$ cat src/rtl/pmd_pkg.sv
// ============================================================================
// pmd_pkg
// Shared types and constants for the PS/2 mouse packet decoder.
// ============================================================================
package pmd_pkg;

    localparam int unsigned BYTE_W   = 8;
    localparam int unsigned NUM_BTN  = 3;
    localparam int unsigned KIND_W   = 2;
    localparam int unsigned BTN_W    = 2;
    localparam int unsigned DX_W     = 8;
    localparam int unsigned DY_W     = 9;
    localparam int unsigned POS_W    = 2;
    localparam int unsigned PEND_W   = NUM_BTN + 1;

    // Event kinds
    localparam logic [KIND_W-1:0] EV_MOVE = 2'd0;
    localparam logic [KIND_W-1:0] EV_DOWN = 2'd1;
    localparam logic [KIND_W-1:0] EV_UP   = 2'd2;

    // Byte positions inside a packet
    localparam logic [POS_W-1:0] POS_FIRST = 2'd0;
    localparam logic [POS_W-1:0] POS_LAST  = 2'd2;
    localparam logic [POS_W-1:0] POS_BAD   = 2'd3;

    // One completed packet that causes at least one event
    typedef struct packed {
        logic [BYTE_W-1:0]  dx_byte;
        logic [BYTE_W-1:0]  dy_byte;
        logic               has_move;
        logic [NUM_BTN-1:0] changed;
        logic [NUM_BTN-1:0] old_buttons;
    } t_job;

    // Queue status seen by the front and back parts
    typedef struct packed {
        logic can_push;
        logic can_pop;
    } t_q_stat;

endpackage

$ cat src/rtl/pmd_in_if.sv
// ============================================================================
// pmd_in_if
// Input channel: one controller byte with its flags per beat.
// ============================================================================
interface pmd_in_if;
    logic       valid;
    logic       ready;
    logic       aux_ready;
    logic [7:0] data_byte;
    logic       listener_present;

    modport source (output valid, aux_ready, data_byte, listener_present, input ready);
    modport sink   (input valid, aux_ready, data_byte, listener_present, output ready);
endinterface

$ cat src/rtl/pmd_out_if.sv
// ============================================================================
// pmd_out_if
// Output channel: one mouse event per beat.
// ============================================================================
interface pmd_out_if;
    logic              valid;
    logic              ready;
    logic [1:0]        event_kind;
    logic signed [7:0] delta_x;
    logic signed [8:0] delta_y;
    logic [1:0]        button_number;
    logic              last_event;

    modport source (output valid, event_kind, delta_x, delta_y, button_number, last_event,
                    input ready);
    modport sink   (input valid, event_kind, delta_x, delta_y, button_number, last_event,
                    output ready);
endinterface

$ cat src/rtl/pmd_front.sv
// ============================================================================
// pmd_front
// Accepts controller bytes, assembles packets and queues event jobs.
// ============================================================================
module pmd_front
    import pmd_pkg::*;
(
    input  logic    i_clk,
    input  logic    i_rst_n,
    pmd_in_if.sink  i_in,
    input  t_q_stat i_q_stat,
    output logic    o_push,
    output t_job    o_job
);

    // Only bytes 0 and 1 are ever read back; byte 2 completes the packet
    // and is taken straight from the beat.
    logic [BYTE_W-1:0]  r_byte0, n_byte0;
    logic [BYTE_W-1:0]  r_byte1, n_byte1;
    logic [POS_W-1:0]   r_pos, n_pos;
    logic [NUM_BTN-1:0] r_buttons, n_buttons;

    logic               accept;
    logic [POS_W-1:0]   pos_eff;
    logic               complete;
    logic [NUM_BTN-1:0] changed;
    logic               has_move;

    assign i_in.ready = i_q_stat.can_push;
    assign accept     = i_in.valid && i_in.ready && i_in.aux_ready;
    assign pos_eff    = (r_pos == POS_BAD) ? POS_FIRST : r_pos;
    assign complete   = accept && i_in.listener_present && (pos_eff == POS_LAST);
    assign changed    = r_byte0[NUM_BTN-1:0] ^ r_buttons;
    assign has_move   = (r_byte1 != '0) || (i_in.data_byte != '0);

    always_comb begin
        n_byte0   = r_byte0;
        n_byte1   = r_byte1;
        n_pos     = r_pos;
        n_buttons = r_buttons;
        if (accept) begin
            case (pos_eff)
                2'd0:    n_byte0 = i_in.data_byte;
                2'd1:    n_byte1 = i_in.data_byte;
                default: ;
            endcase
            if (i_in.listener_present) begin
                n_pos = (pos_eff == POS_LAST) ? POS_FIRST : pos_eff + 2'd1;
            end else begin
                n_pos = pos_eff;
            end
        end
        if (complete) begin
            n_buttons = r_byte0[NUM_BTN-1:0];
        end
    end

    always_ff @(posedge i_clk) begin
        if (!i_rst_n) begin
            r_byte0   <= '0;
            r_byte1   <= '0;
            r_pos     <= POS_LAST;
            r_buttons <= '0;
        end else begin
            r_byte0   <= n_byte0;
            r_byte1   <= n_byte1;
            r_pos     <= n_pos;
            r_buttons <= n_buttons;
        end
    end

    // Drop empty packets here so the back part only sees real work.
    assign o_push            = complete && (has_move || (changed != '0));
    assign o_job.dx_byte     = r_byte1;
    assign o_job.dy_byte     = i_in.data_byte;
    assign o_job.has_move    = has_move;
    assign o_job.changed     = changed;
    assign o_job.old_buttons = r_buttons;

endmodule

$ cat src/rtl/pmd_job_fifo.sv
// ============================================================================
// pmd_job_fifo
// Short register queue of event jobs between front and back parts.
// ============================================================================
module pmd_job_fifo
    import pmd_pkg::*;
#(
    parameter int unsigned DEPTH = 2
) (
    input  logic    i_clk,
    input  logic    i_rst_n,
    input  logic    i_push,
    input  t_job    i_job,
    input  logic    i_pop,
    output t_job    o_job,
    output t_q_stat o_stat
);

    localparam int unsigned PTR_W = (DEPTH > 1) ? $clog2(DEPTH) : 1;
    localparam int unsigned CNT_W = $clog2(DEPTH + 1);
    localparam logic [PTR_W-1:0] LAST_IDX = PTR_W'(DEPTH - 1);
    localparam logic [CNT_W-1:0] FULL_CNT = CNT_W'(DEPTH);

    t_job             r_mem [DEPTH];
    logic [PTR_W-1:0] r_wr_ptr, n_wr_ptr;
    logic [PTR_W-1:0] r_rd_ptr, n_rd_ptr;
    logic [CNT_W-1:0] r_count, n_count;
    logic             do_push;
    logic             do_pop;

    assign o_stat.can_push = (r_count != FULL_CNT);
    assign o_stat.can_pop  = (r_count != '0);
    assign do_push         = i_push && o_stat.can_push;
    assign do_pop          = i_pop && o_stat.can_pop;
    assign o_job           = r_mem[r_rd_ptr];

    always_comb begin
        n_wr_ptr = r_wr_ptr;
        n_rd_ptr = r_rd_ptr;
        n_count  = r_count;
        if (do_push) begin
            n_wr_ptr = (r_wr_ptr == LAST_IDX) ? '0 : r_wr_ptr + PTR_W'(1);
        end
        if (do_pop) begin
            n_rd_ptr = (r_rd_ptr == LAST_IDX) ? '0 : r_rd_ptr + PTR_W'(1);
        end
        case ({do_push, do_pop})
            2'b10:   n_count = r_count + CNT_W'(1);
            2'b01:   n_count = r_count - CNT_W'(1);
            default: n_count = r_count;
        endcase
    end

    always_ff @(posedge i_clk) begin
        if (!i_rst_n) begin
            r_wr_ptr <= '0;
            r_rd_ptr <= '0;
            r_count  <= '0;
        end else begin
            r_wr_ptr <= n_wr_ptr;
            r_rd_ptr <= n_rd_ptr;
            r_count  <= n_count;
        end
    end

    always_ff @(posedge i_clk) begin
        if (do_push) begin
            r_mem[r_wr_ptr] <= i_job;
        end
    end

endmodule

$ cat src/rtl/pmd_back.sv
// ============================================================================
// pmd_back
// Expands queued jobs into move and button events, one per cycle while the sink is ready.
// ============================================================================
module pmd_back
    import pmd_pkg::*;
(
    input  logic     i_clk,
    input  logic     i_rst_n,
    input  t_q_stat  i_q_stat,
    input  t_job     i_job,
    output logic     o_pop,
    pmd_out_if.source o_out
);

    // Pending bits: [0] move, [1..3] buttons 1..3
    logic [PEND_W-1:0]  r_pending, n_pending;
    logic [BYTE_W-1:0]  r_dx_byte;
    logic [BYTE_W-1:0]  r_dy_byte;
    logic [NUM_BTN-1:0] r_old;

    logic               r_out_valid;
    logic [KIND_W-1:0]  r_kind;
    logic [DX_W-1:0]    r_dx;
    logic [DY_W-1:0]    r_dy;
    logic [BTN_W-1:0]   r_btn;
    logic               r_last;

    logic               out_free;
    logic               can_emit;
    logic [PEND_W-1:0]  sel;
    logic [PEND_W-1:0]  rem;
    logic               load;
    logic [KIND_W-1:0]  ev_kind;
    logic [DX_W-1:0]    ev_dx;
    logic [DY_W-1:0]    ev_dy;
    logic [BTN_W-1:0]   ev_btn;

    assign out_free = !r_out_valid || o_out.ready;
    assign can_emit = (r_pending != '0) && out_free;
    assign sel      = r_pending & (~r_pending + PEND_W'(1));
    assign rem      = r_pending & ~sel;
    assign load     = i_q_stat.can_pop && ((r_pending == '0) || (can_emit && (rem == '0)));
    assign o_pop    = load;

    always_comb begin
        ev_kind = EV_MOVE;
        ev_dx   = '0;
        ev_dy   = '0;
        ev_btn  = '0;
        case (sel)
            4'b0001: begin
                ev_kind = EV_MOVE;
                ev_dx   = r_dx_byte;
                ev_dy   = DY_W'(0) - {r_dy_byte[BYTE_W-1], r_dy_byte};
            end
            4'b0010: begin
                ev_kind = r_old[0] ? EV_UP : EV_DOWN;
                ev_btn  = 2'd1;
            end
            4'b0100: begin
                ev_kind = r_old[1] ? EV_UP : EV_DOWN;
                ev_btn  = 2'd2;
            end
            4'b1000: begin
                ev_kind = r_old[2] ? EV_UP : EV_DOWN;
                ev_btn  = 2'd3;
            end
            default: ;
        endcase
    end

    always_comb begin
        n_pending = r_pending;
        if (can_emit) begin
            n_pending = rem;
        end
        if (load) begin
            n_pending = {i_job.changed, i_job.has_move};
        end
    end

    always_ff @(posedge i_clk) begin
        if (!i_rst_n) begin
            r_pending   <= '0;
            r_out_valid <= 1'b0;
        end else begin
            r_pending <= n_pending;
            if (can_emit) begin
                r_out_valid <= 1'b1;
            end else if (o_out.ready) begin
                r_out_valid <= 1'b0;
            end
        end
    end

    always_ff @(posedge i_clk) begin
        if (load) begin
            r_dx_byte <= i_job.dx_byte;
            r_dy_byte <= i_job.dy_byte;
            r_old     <= i_job.old_buttons;
        end
        if (can_emit) begin
            r_kind <= ev_kind;
            r_dx   <= ev_dx;
            r_dy   <= ev_dy;
            r_btn  <= ev_btn;
            r_last <= (rem == '0);
        end
    end

    assign o_out.valid         = r_out_valid;
    assign o_out.event_kind    = r_kind;
    assign o_out.delta_x       = r_dx;
    assign o_out.delta_y       = r_dy;
    assign o_out.button_number = r_btn;
    assign o_out.last_event    = r_last;

endmodule

$ cat src/rtl/ps2_mouse_packet_decoder.sv
// ============================================================================
// ps2_mouse_packet_decoder
// Path: the first event of a packet passes the job queue, pending and output
//   registers; its further events follow one per cycle while the sink is ready.
// Throughput: one input beat per cycle while the job queue has room; the back
//   part drains one event per cycle while the sink is ready, up to four per packet.
// Reset: synchronous active low; packet bytes and buttons clear, position 2.
// ============================================================================
module ps2_mouse_packet_decoder
    import pmd_pkg::*;
#(
    parameter int unsigned QUEUE_DEPTH = 2
) (
    input  logic      i_clk,
    input  logic      i_rst_n,
    pmd_in_if.sink    i_in,
    pmd_out_if.source o_out
);

    // Front part: store bytes, track position and button state, and hand
    // each packet that causes events to the queue as one job.
    // Back part: pop jobs and emit move then button events in order, holding
    // a finished event in its output register while the sink stalls.

    t_q_stat q_stat;
    t_job    push_job;
    t_job    pop_job;
    logic    push;
    logic    pop;

    pmd_front u_front (
        .i_clk    (i_clk),
        .i_rst_n  (i_rst_n),
        .i_in     (i_in),
        .i_q_stat (q_stat),
        .o_push   (push),
        .o_job    (push_job)
    );

    // Queue decouples the two parts so each can stall on its own.
    pmd_job_fifo #(
        .DEPTH (QUEUE_DEPTH)
    ) u_fifo (
        .i_clk   (i_clk),
        .i_rst_n (i_rst_n),
        .i_push  (push),
        .i_job   (push_job),
        .i_pop   (pop),
        .o_job   (pop_job),
        .o_stat  (q_stat)
    );

    pmd_back u_back (
        .i_clk    (i_clk),
        .i_rst_n  (i_rst_n),
        .i_q_stat (q_stat),
        .i_job    (pop_job),
        .o_pop    (pop),
        .o_out    (o_out)
    );

endmodule

$ cat src/flat_wrapper.sv
// flat-port wrapper written by rule: the top's interface ports become plain ports
module ps2_mouse_packet_decoder_flat import pmd_pkg::*;
#(
    parameter int unsigned QUEUE_DEPTH = 2
)
  (i_clk, i_rst_n, i_in_valid, i_in_aux_ready, i_in_data_byte, i_in_listener_present, i_in_ready, o_out_valid, o_out_event_kind, o_out_delta_x, o_out_delta_y, o_out_button_number, o_out_last_event, o_out_ready);
  pmd_in_if i_in_i ();
  pmd_out_if o_out_i ();
  input  logic i_clk;
  input  logic i_rst_n;
  input wire logic [$bits(i_in_i.valid)-1:0] i_in_valid;
  input wire logic [$bits(i_in_i.aux_ready)-1:0] i_in_aux_ready;
  input wire logic [$bits(i_in_i.data_byte)-1:0] i_in_data_byte;
  input wire logic [$bits(i_in_i.listener_present)-1:0] i_in_listener_present;
  output wire logic [$bits(i_in_i.ready)-1:0] i_in_ready;
  output wire logic [$bits(o_out_i.valid)-1:0] o_out_valid;
  output wire logic [$bits(o_out_i.event_kind)-1:0] o_out_event_kind;
  output wire logic [$bits(o_out_i.delta_x)-1:0] o_out_delta_x;
  output wire logic [$bits(o_out_i.delta_y)-1:0] o_out_delta_y;
  output wire logic [$bits(o_out_i.button_number)-1:0] o_out_button_number;
  output wire logic [$bits(o_out_i.last_event)-1:0] o_out_last_event;
  input wire logic [$bits(o_out_i.ready)-1:0] o_out_ready;
  assign i_in_i.valid = i_in_valid;
  assign i_in_i.aux_ready = i_in_aux_ready;
  assign i_in_i.data_byte = i_in_data_byte;
  assign i_in_i.listener_present = i_in_listener_present;
  assign i_in_ready = i_in_i.ready;
  assign o_out_valid = o_out_i.valid;
  assign o_out_event_kind = o_out_i.event_kind;
  assign o_out_delta_x = o_out_i.delta_x;
  assign o_out_delta_y = o_out_i.delta_y;
  assign o_out_button_number = o_out_i.button_number;
  assign o_out_last_event = o_out_i.last_event;
  assign o_out_i.ready = o_out_ready;
  ps2_mouse_packet_decoder #(.QUEUE_DEPTH(QUEUE_DEPTH)) u_core (.i_clk(i_clk), .i_rst_n(i_rst_n), .i_in(i_in_i), .o_out(o_out_i));
endmodule
$ cat config.mk
export PLATFORM = sky130hd
export DESIGN_NAME = ps2_mouse_packet_decoder_flat
export DESIGN_NICKNAME = d
export VERILOG_FILES = /design/src/rtl/pmd_pkg.sv /design/src/rtl/pmd_in_if.sv /design/src/rtl/pmd_out_if.sv /design/src/rtl/pmd_front.sv /design/src/rtl/pmd_job_fifo.sv /design/src/rtl/pmd_back.sv /design/src/rtl/ps2_mouse_packet_decoder.sv /design/src/flat_wrapper.sv
export SDC_FILE = /design/constraint.sdc
export NUM_CORES = 1
export LEC_CHECK = 0
export BUFFER_PORTS_ARGS = -buffer_cell sky130_fd_sc_hd__buf_4
export CORE_MARGIN = 2
export CORE_UTILIZATION = 50
export DETAILED_ROUTE_END_ITERATION = 8
export PLACE_DENSITY = 0.78
export SYNTH_ARGS = -nofsm -noshare
export SYNTH_HDL_FRONTEND = slang
export SYNTH_HIERARCHICAL = 1
export SYNTH_SLANG_ARGS = --single-unit
$ cat constraint.sdc
create_clock -name i_clk -period 6.6 [get_ports i_clk]
set_clock_uncertainty 0.05 [all_clocks]
set_input_delay 0.99 -clock i_clk [delete_from_list [all_inputs] [get_ports i_clk]]
set_output_delay 0.99 -clock i_clk [all_outputs]
set_load 0.005 [all_outputs]
==> results.md, run 1 <==
* Status: finished, final reports clean
* Mean Syn Cell Area at between 10 and 15 sq um
* Die Area at 0.00996 sq mm
* R2r setup slk at 3.61 ns
* WL met3 at 357 um
* Fmax at 0.335 GHz
* WL met2 at 3.62 mm
* Global-route wire length before repair at roughly 12 mm
* Design Area, Final at 0.00544 sq mm
* Hold Vio Cnt, Final at 0
* Crit Path Class: reg -> reg
* Clock slew at reported path FFs at around 0.05 ns
* I/O pins at 38
* Number of port buffers at 37
* Cell area after synthesis at 0.00459 sq mm
* Synth async-reset ratio at 0%
* Crit path launch: u_core/u_back/r_pending[0]$_SDFFE_PN0P_
* Pin count of the biggest net entering global routing at 31
* FF+latch count, synth at about 110
* Maxcap violations at 0
* Crit Path Max Fanout at 29
* Die height at 99.8 um
* Top cells by area, synth: edfxtp_1 57%, dfxtp_1 11%, mux2_2 5.6%, nand2_1 2.8%, and2_1 1.9%
* Measured slew at the worst slew-check pin at roughly 1.2 ns
* Worst setup path endpoint: u_core/u_fifo/r_count[1]$_SDFFE_PN0P_
* Area Overhead vs Synth at 18.5%
* Hold depth at 0
* Netlist cell types at 47
* Final hold slack at approximately 0.45 ns
* Final core utilization at 61.7%
* Setup crit end kind: register
* Required @ worst endpoint at 6.99 ns
* Syn nets at 344
* Setup violators final at 0
* Syn. warnings at 6
* CTS tree: yes
* Cell Pwr Density at 319 mW/mm^2
* Final WL at 7.49 mm
* Slew Limit Headroom at 21.8%
* Share of cells above drive strength 1 at 25.7%
* Cell taking the most area after synthesis: edfxtp_1
* Vias in the first global route at 2443
* Cts hold-fix bufs at 0
* LEAKAGE at around 2.0 nW
* Uppermost layer routed: met4
* Initial antenna violation count at 0
* Row count at 34
* Clk sink count at 113
* TritonCTS buffer count at 17
* Post-synth EDFFs at 87
* DR WL/cell at 15.7 um
* Number of post-CTS setup repair buffers at 0
* Reg2Reg Depth at 7
* Setup TNS at 0 ns
* GR Util All Layers at 16.3%
* Startpoint Class: register
* Max Slew Vio Count at 0
* Post-detailed-route count of antenna-violating nets at 0
* Min-Delay Path Class: reg -> reg
* Fin crit share at 45.3%
* Clk root buf: clkbuf_8
* Longest Clk Path Bufs at 2
* Worst flop-to-flop path startpoint: u_core/u_back/r_pending[0]$_SDFFE_PN0P_
* Starting Density at 52.1%
* Dpl ws at 3.12 ns
* Post-synth top flop: edfxtp_1
* Reg2reg end: u_core/u_fifo/r_count[1]$_SDFFE_PN0P_
* Nets at 376
* Final HPWL DP at around 4.6 mm
* Max IR drop VDD at 194 uV
* DR vias at 2584
* PostCTS Resize Cnt at 0
* Ant diodes at 0
* DR pass1 iterations at 4
* Initial DRC count at 94
* Final setup margin at 3.61 ns
* Residual DRC count at 0
* Grt ovf at 0
* Core Region at 0.00881 sq mm
* Register area share after synthesis at between 60% and 70%
* Routability cong. at 0.809
* Post-route met1 wirelength at 3.33 mm
* DP Area at 0.00486 sq mm
* Htree depth at 4
* Arrival @ worst endpoint at 3.37 ns
* Worst skew pair latency at 0.51 ns
* Vias per cell at 5.41
* Shortest period the worst path allows at 2.99 ns
* Synthesized instance count at about 330
* Die width at 99.8 um
* RSZ-0062 raised after global routing: false
* Synth top area share at ~57%
[layout make-up]
type / instances / area, sq um
Tap cell: 108 / 135
Fill cell: 638 / 3370
Multi-Input combinational cell: 179 / 1280
Inverter: 9 / 33.8
Timing Repair Buffer: 37 / 278
Clock buffer: 25 / 464
Sequential cell: 113 / 3130
Clock inverter: 7 / 109
[where the power goes]
| group | internal [W] | switching, W |
|---|---|---|
| Combinational | 0.0000291 | 0.0000358 |
| Clock | 0.000591 | 0.000287 |
| Sequential | 0.000784 | 0.0000102 |
| Total | 0.00140 | 0.000333 |
[synth_stat cells (2+ instances only)]
cell,count
edfxtp_1,87
nand2_1,34
dfxtp_1,26
mux2_2,23
and2_1,14
buf_4,10
a21boi_1,9
inv_1,9
a21boi_0,8
nor2_1,8
a21oi_1,6
buf_2,6
clkbuf_1,6
nand3_1,6
nand4_1,6
o21ai_0,6
xnor2_1,6
ha_1,5
nor3_1,5
and3_1,4
nand3b_1,3
o21ai_1,3
xor2_1,3
and3b_1,2
mux2i_1,2
nor2b_1,2
nor3b_1,2
nor4_1,2
nor4_2,2
o211ai_1,2
o22ai_1,2
[layout by cell type, fill, tap and decap left out, drive strengths merged, types with 5 or more instances in the layout]
| cell type | netlist | layout |
|---|---|---|
| nor4 | 5 | 5 |
| nor3 | 5 | 5 |
| a21boi | 17 | 17 |
| and2 | 14 | 14 |
| mux2 | 23 | 23 |
| buf | 18 | 37 |
| dfxtp | 26 | 26 |
| clkbuf | 6 | 25 |
| xnor2 | 6 | 6 |
| nand3 | 6 | 6 |
| a21oi | 6 | 6 |
| edfxtp | 87 | 87 |
| nand2 | 34 | 34 |
| inv | 9 | 9 |
| nor2 | 8 | 8 |
| o21ai | 9 | 9 |
| ha | 5 | 5 |
| nand4 | 6 | 6 |
[per-stage QoR]
stage | instances | total power, W
2_1_floorplan | 325 | 0.000848
3_3_place_gp | 446 | 0.000869
3_5_place_dp | 446 | 0.000873
4_1_cts | 478 | 0.00175
5_1_grt | 478 | 0.00179
6_report | 478 | 0.00174
[worst max-delay path, stage by stage, from the launching register on]
cell and delay (ns):
dfxtp_1 0.87, a2111oi_2 0.07, o31ai_2 0.44, inv_1 0.41
o21a_1 0.27, ha_1 0.33, or3_1 0.35, a21boi_1 0.13
[worst min-delay path by stage]
| stage | slack, ns | startpoint | end |
|---|---|---|---|
| detailed placement | 0.44 | u_core/u_front/r_buttons[2]$_SDFFE_PN0P_ | u_core/u_fifo/r_mem[0][2]$_DFFE_PP_ |
| finish | 0.45 | u_core/u_front/r_buttons[2]$_SDFFE_PN0P_ | u_core/u_fifo/r_mem[1][2]$_DFFE_PP_ |
| floorplan | 0.40 | u_core/u_front/r_byte1[6]$_SDFFE_PN0P_ | u_core/u_fifo/r_mem[0][21]$_DFFE_PP_ |
| global route | 0.47 | u_core/u_front/r_buttons[2]$_SDFFE_PN0P_ | u_core/u_fifo/r_mem[1][2]$_DFFE_PP_ |
| CTS | 0.45 | u_core/u_front/r_buttons[2]$_SDFFE_PN0P_ | u_core/u_fifo/r_mem[1][2]$_DFFE_PP_ |
| global placement | 0.42 | u_core/u_front/r_buttons[2]$_SDFFE_PN0P_ | u_core/u_fifo/r_mem[0][2]$_DFFE_PP_ |
[per-layer routing]
layer	track usage [%]	vias up
met2	26.0	81
li1	-	1249
met1	19.6	1236
met5	0	-
met3	6.20	18
met4	8.22	0
[sequential cells by signal, indices dropped and copies added, names as in the netlist, named ones only]
| signal | flops |
|---|---|
| u_core/u_fifo/r_count | 2 |
| u_core/u_front/r_pos | 2 |
| u_core/u_back/o_out.button_number | 2 |
| u_core/u_back/o_out.valid | 1 |
| u_core/u_fifo/r_wr_ptr | 1 |
| u_core/u_front/r_buttons | 3 |
| u_core/u_back/r_old | 3 |
| u_core/u_front/r_byte1 | 8 |
| u_core/u_back/o_out.event_kind | 2 |
| u_core/u_back/o_out.last_event | 1 |
| u_core/u_back/r_dx_byte | 8 |
| u_core/u_fifo/r_mem | 46 |
| u_core/u_back/r_pending | 4 |
| u_core/u_front/r_byte0 | 3 |
| u_core/u_back/r_dy_byte | 8 |
| u_core/u_back/o_out.delta_x | 8 |
| u_core/u_back/o_out.delta_y | 9 |
| u_core/u_fifo/r_rd_ptr | 1 |
[cell families (layout without fill, tap and decap cells)]
logic type	count (synthesis)	after routing	share of synthesized area, %
muxes	25	25	6.08
and+or+nand+nor	97	97	11.7
DFF	113	113	68.3
adders and majority gates	5	5	1.36
buffers and inverters	33	78	3.84
xor gates and xnor gates	9	9	1.72
AOI/OAI and AO/OA	43	43	7.01
Power figures use the tool's default switching activity.
==> inputs of run 2 (changes only) <==
- clock period: 6.6 -> 3 ns (I/O delays scaled with it)
==> run 2 against run 1 <==
  * Maximum frequency is 18% higher
  * Sequential cell count stayed put
  * Final cell count is 1.0% higher
  * Critical path depth stayed put
  * Power is 110% higher
  * Clock power is 100% higher
  * Design area hardly changed
  * Setup slack worse by 3.1 ns
  * Combinational power is 130% higher
  * Sequential share of layout area hardly changed
  * First-iteration DRC count is 7.4% lower
==> results.md, run 2 (synthesized netlist as in run 1, its figures left out) <==
* Status: finished, final reports clean
* Row count at 34 (unchanged)
* GRT busiest layer: met2
* Setup violators final at 0 (unchanged)
* Register share of total power at 47.5% (+1.8 points)
* Arrival @ worst endpoint at 2.91 ns (-0.46 ns)
* Commonest non-fill, non-tap cell in the layout: edfxtp_1
* GR Util All Layers at 16.6% (+0.24 points)
* Placed cell count at 451 (+1.1%)
* Share of cells above drive strength 1 at 27.2% (+1.5 points)
* Nets at 381 (+1.3%)
* Vias in the first global route at 2577 (+5.5%)
* Die height at 99.8 um (unchanged)
* Post-detailed-route count of antenna-violating nets at 0 (unchanged)
* Logic pwr share at 4.1% (+0.4 points)
* Cts hold-fix bufs at 0 (unchanged)
* Grt met3 use at 5.29% (-0.91 points)
* Residual DRC count at 0 (unchanged)
* Measured slew at the worst slew-check pin at 1.04 ns (-0.129 ns)
* Sw Share at 20.0% (+0.87 points)
* Design Area, Final at 0.00544 sq mm (about the same)
* Die width at 99.8 um (unchanged)
* Fin cells at 483 (+1.0%)
* Clk root buf: clkbuf_8
* DP Area at 0.00490 sq mm (+0.77%)
* Met1 GRT Util at 21.7% (+2.1 points)
* Cell Pwr Density at 675 mW/mm^2 (+110%)
* Fmax at 0.396 GHz (+18%)
* Max Slew Vio Count at 0 (unchanged)
* Ant diodes at 0 (unchanged)
* Psw at 0.000735 W (+120%)
* Crit Path Max Fanout at 15 (-48%)
* Clock power share at 48.4% (-2.1 points)
* Core Region at 0.00881 sq mm (unchanged)
* Global-route wire length before repair at 12.4 mm (+2.4%)
* Startpoint Class: register
* Worst skew pair latency at 0.51 ns (about the same)
* Grt met2 use at 25.2% (-0.83 points)
* Setup crit end kind: register
* Setup TNS at 0 ns (unchanged)
* Htree depth at 4 (unchanged)
* Clk sink count at 113 (unchanged)
* Longest Clk Path Bufs at 2 (unchanged)
* Routability cong. at 0.793 (-2.0%)
* Number of port buffers at 37 (unchanged)
* Initial antenna violation count at 0 (unchanged)
* Vias per cell at 5.36 (-0.81%)
* Clock slew at reported path FFs at 0.05 ns (about the same)
* Grt ovf at 0 (unchanged)
* Initial DRC count at 87 (-7.4%)
* DR vias at 2590 (+0.23%)
* DR pass1 iterations at 4 (unchanged)
* I/O pins at 38 (unchanged)
* TritonCTS buffer count at 17 (unchanged)
* Starting Density at 52.1% (unchanged)
* Final WL at 7.45 mm (-0.55%)
* Max IR drop VDD at 441 uV (+130%)
* Min-Delay Path Class: in -> reg
* Die Area at 0.00996 sq mm (unchanged)
* Shortest period the worst path allows at 2.53 ns (-0.460 ns)
* Hold_sp: i_in_data_byte[7]
* Pin count of the biggest net entering global routing at 31 (unchanged)
* Final HPWL DP at 4.82 mm (+3.9%)
* Crit path launch: u_core/u_back/r_pending[1]$_SDFFE_PN0P_
* Final core utilization at 61.8% (about the same)
* Number of post-CTS setup repair buffers at 0 (unchanged)
* Leading cell types in the layout, fill and taps excluded: 87 x edfxtp_1, 42 x buf_4, 34 x nand2_1
* Area Overhead vs Synth at 18.5% (about the same)
* RSZ-0062 raised after global routing: false
* Worst flop-to-flop path startpoint: u_core/u_back/r_pending[1]$_SDFFE_PN0P_
* Hold Vio Cnt, Final at 0 (unchanged)
* Most flops, register: u_core/u_fifo/r_mem
* Crit Path Class: reg -> reg
* R2r setup slk at 0.47 ns (-3.14 ns)
* Max FFs per register at 46 (unchanged)
* CTS tree: yes
* Slew Limit Headroom at 30.3% (+8.5 points)
* DR WL/cell at 15.4 um (-1.6%)
* LEAKAGE at 2.02 nW (+0.73%)
* Internal power at 0.00294 W (+110%)
* Maxcap violations at 0 (unchanged)
* Fin crit share at 84.3% (+39 points)
* PostCTS Resize Cnt at 0 (unchanged)
* Required @ worst endpoint at 3.38 ns (-3.61 ns)
## run 2: cell count changes in the layout (fill, tap and decap cells not counted)
cell	change
clkinv_1	-1
bufinv_16	-3
clkbuf_16	+1
clkbuf_1	-1
clkinv_2	+1
clkbuf_8	+2
inv_4	+1
buf_4	+5
## run 2: metal layers
metal | share of wire (%) | vias up
li1 | - | 1261
met1 | 45 | 1252
met2 | 48 | 67
met3 | 5.6 | 10
met4 | 1.5 | 0
met5 | 0 | -
## run 2: critical path: stages (launching register included)
cell and delay, ns:
dfxtp_1 0.66, a2111oi_2 0.16, o31ai_2 0.47, inv_1 0.13
o21a_1 0.16, ha_1 0.32, or3_1 0.35, a21boi_1 0.17
## run 2: metrics by stage
stage	hold slack, ns	power [W]	setup WS [ns]
final	0.103	0.00367	0.472
after global routing	0.0899	0.00379	0.356
after CTS	0.0791	0.00370	0.498
after detailed placement	0.436	0.00192	0.399
after global placement	0.431	0.00192	0.497
after floorplan	0.398	0.00187	0.450
## run 2: layout make-up
cell class	count	area, sq um
fillers	659	3370
flip-flops and latches	113	3130
multi-input cells	179	1280
repair buffers	42	315
well taps	108	135
inverters	9	33.8
clock buffers	27	513
clock inverters	5	26.3
## run 2: path summary, 6_finish.rpt
kind	end	cells after the start
min reg2reg	u_core/u_front/r_byte0[2]$_SDFFE_PN0P_	2
min	u_core/u_fifo/r_mem[1][14]$_DFFE_PP_	1
max	u_core/u_fifo/r_count[1]$_SDFFE_PN0P_	7
max reg2reg	u_core/u_fifo/r_count[1]$_SDFFE_PN0P_	7
## run 2: power groups by stage
| stage | Clock, W | Sequential [W] | Combinational, W |
|---|---|---|---|
| after floorplan | 0 | 0.00177 | 0.0000946 |
| after global placement | 0 | 0.00177 | 0.000143 |
| after detailed placement | 0 | 0.00178 | 0.000148 |
| after CTS | 0.00181 | 0.00175 | 0.000150 |
| after global routing | 0.00188 | 0.00175 | 0.000165 |
| final | 0.00178 | 0.00175 | 0.000149 |
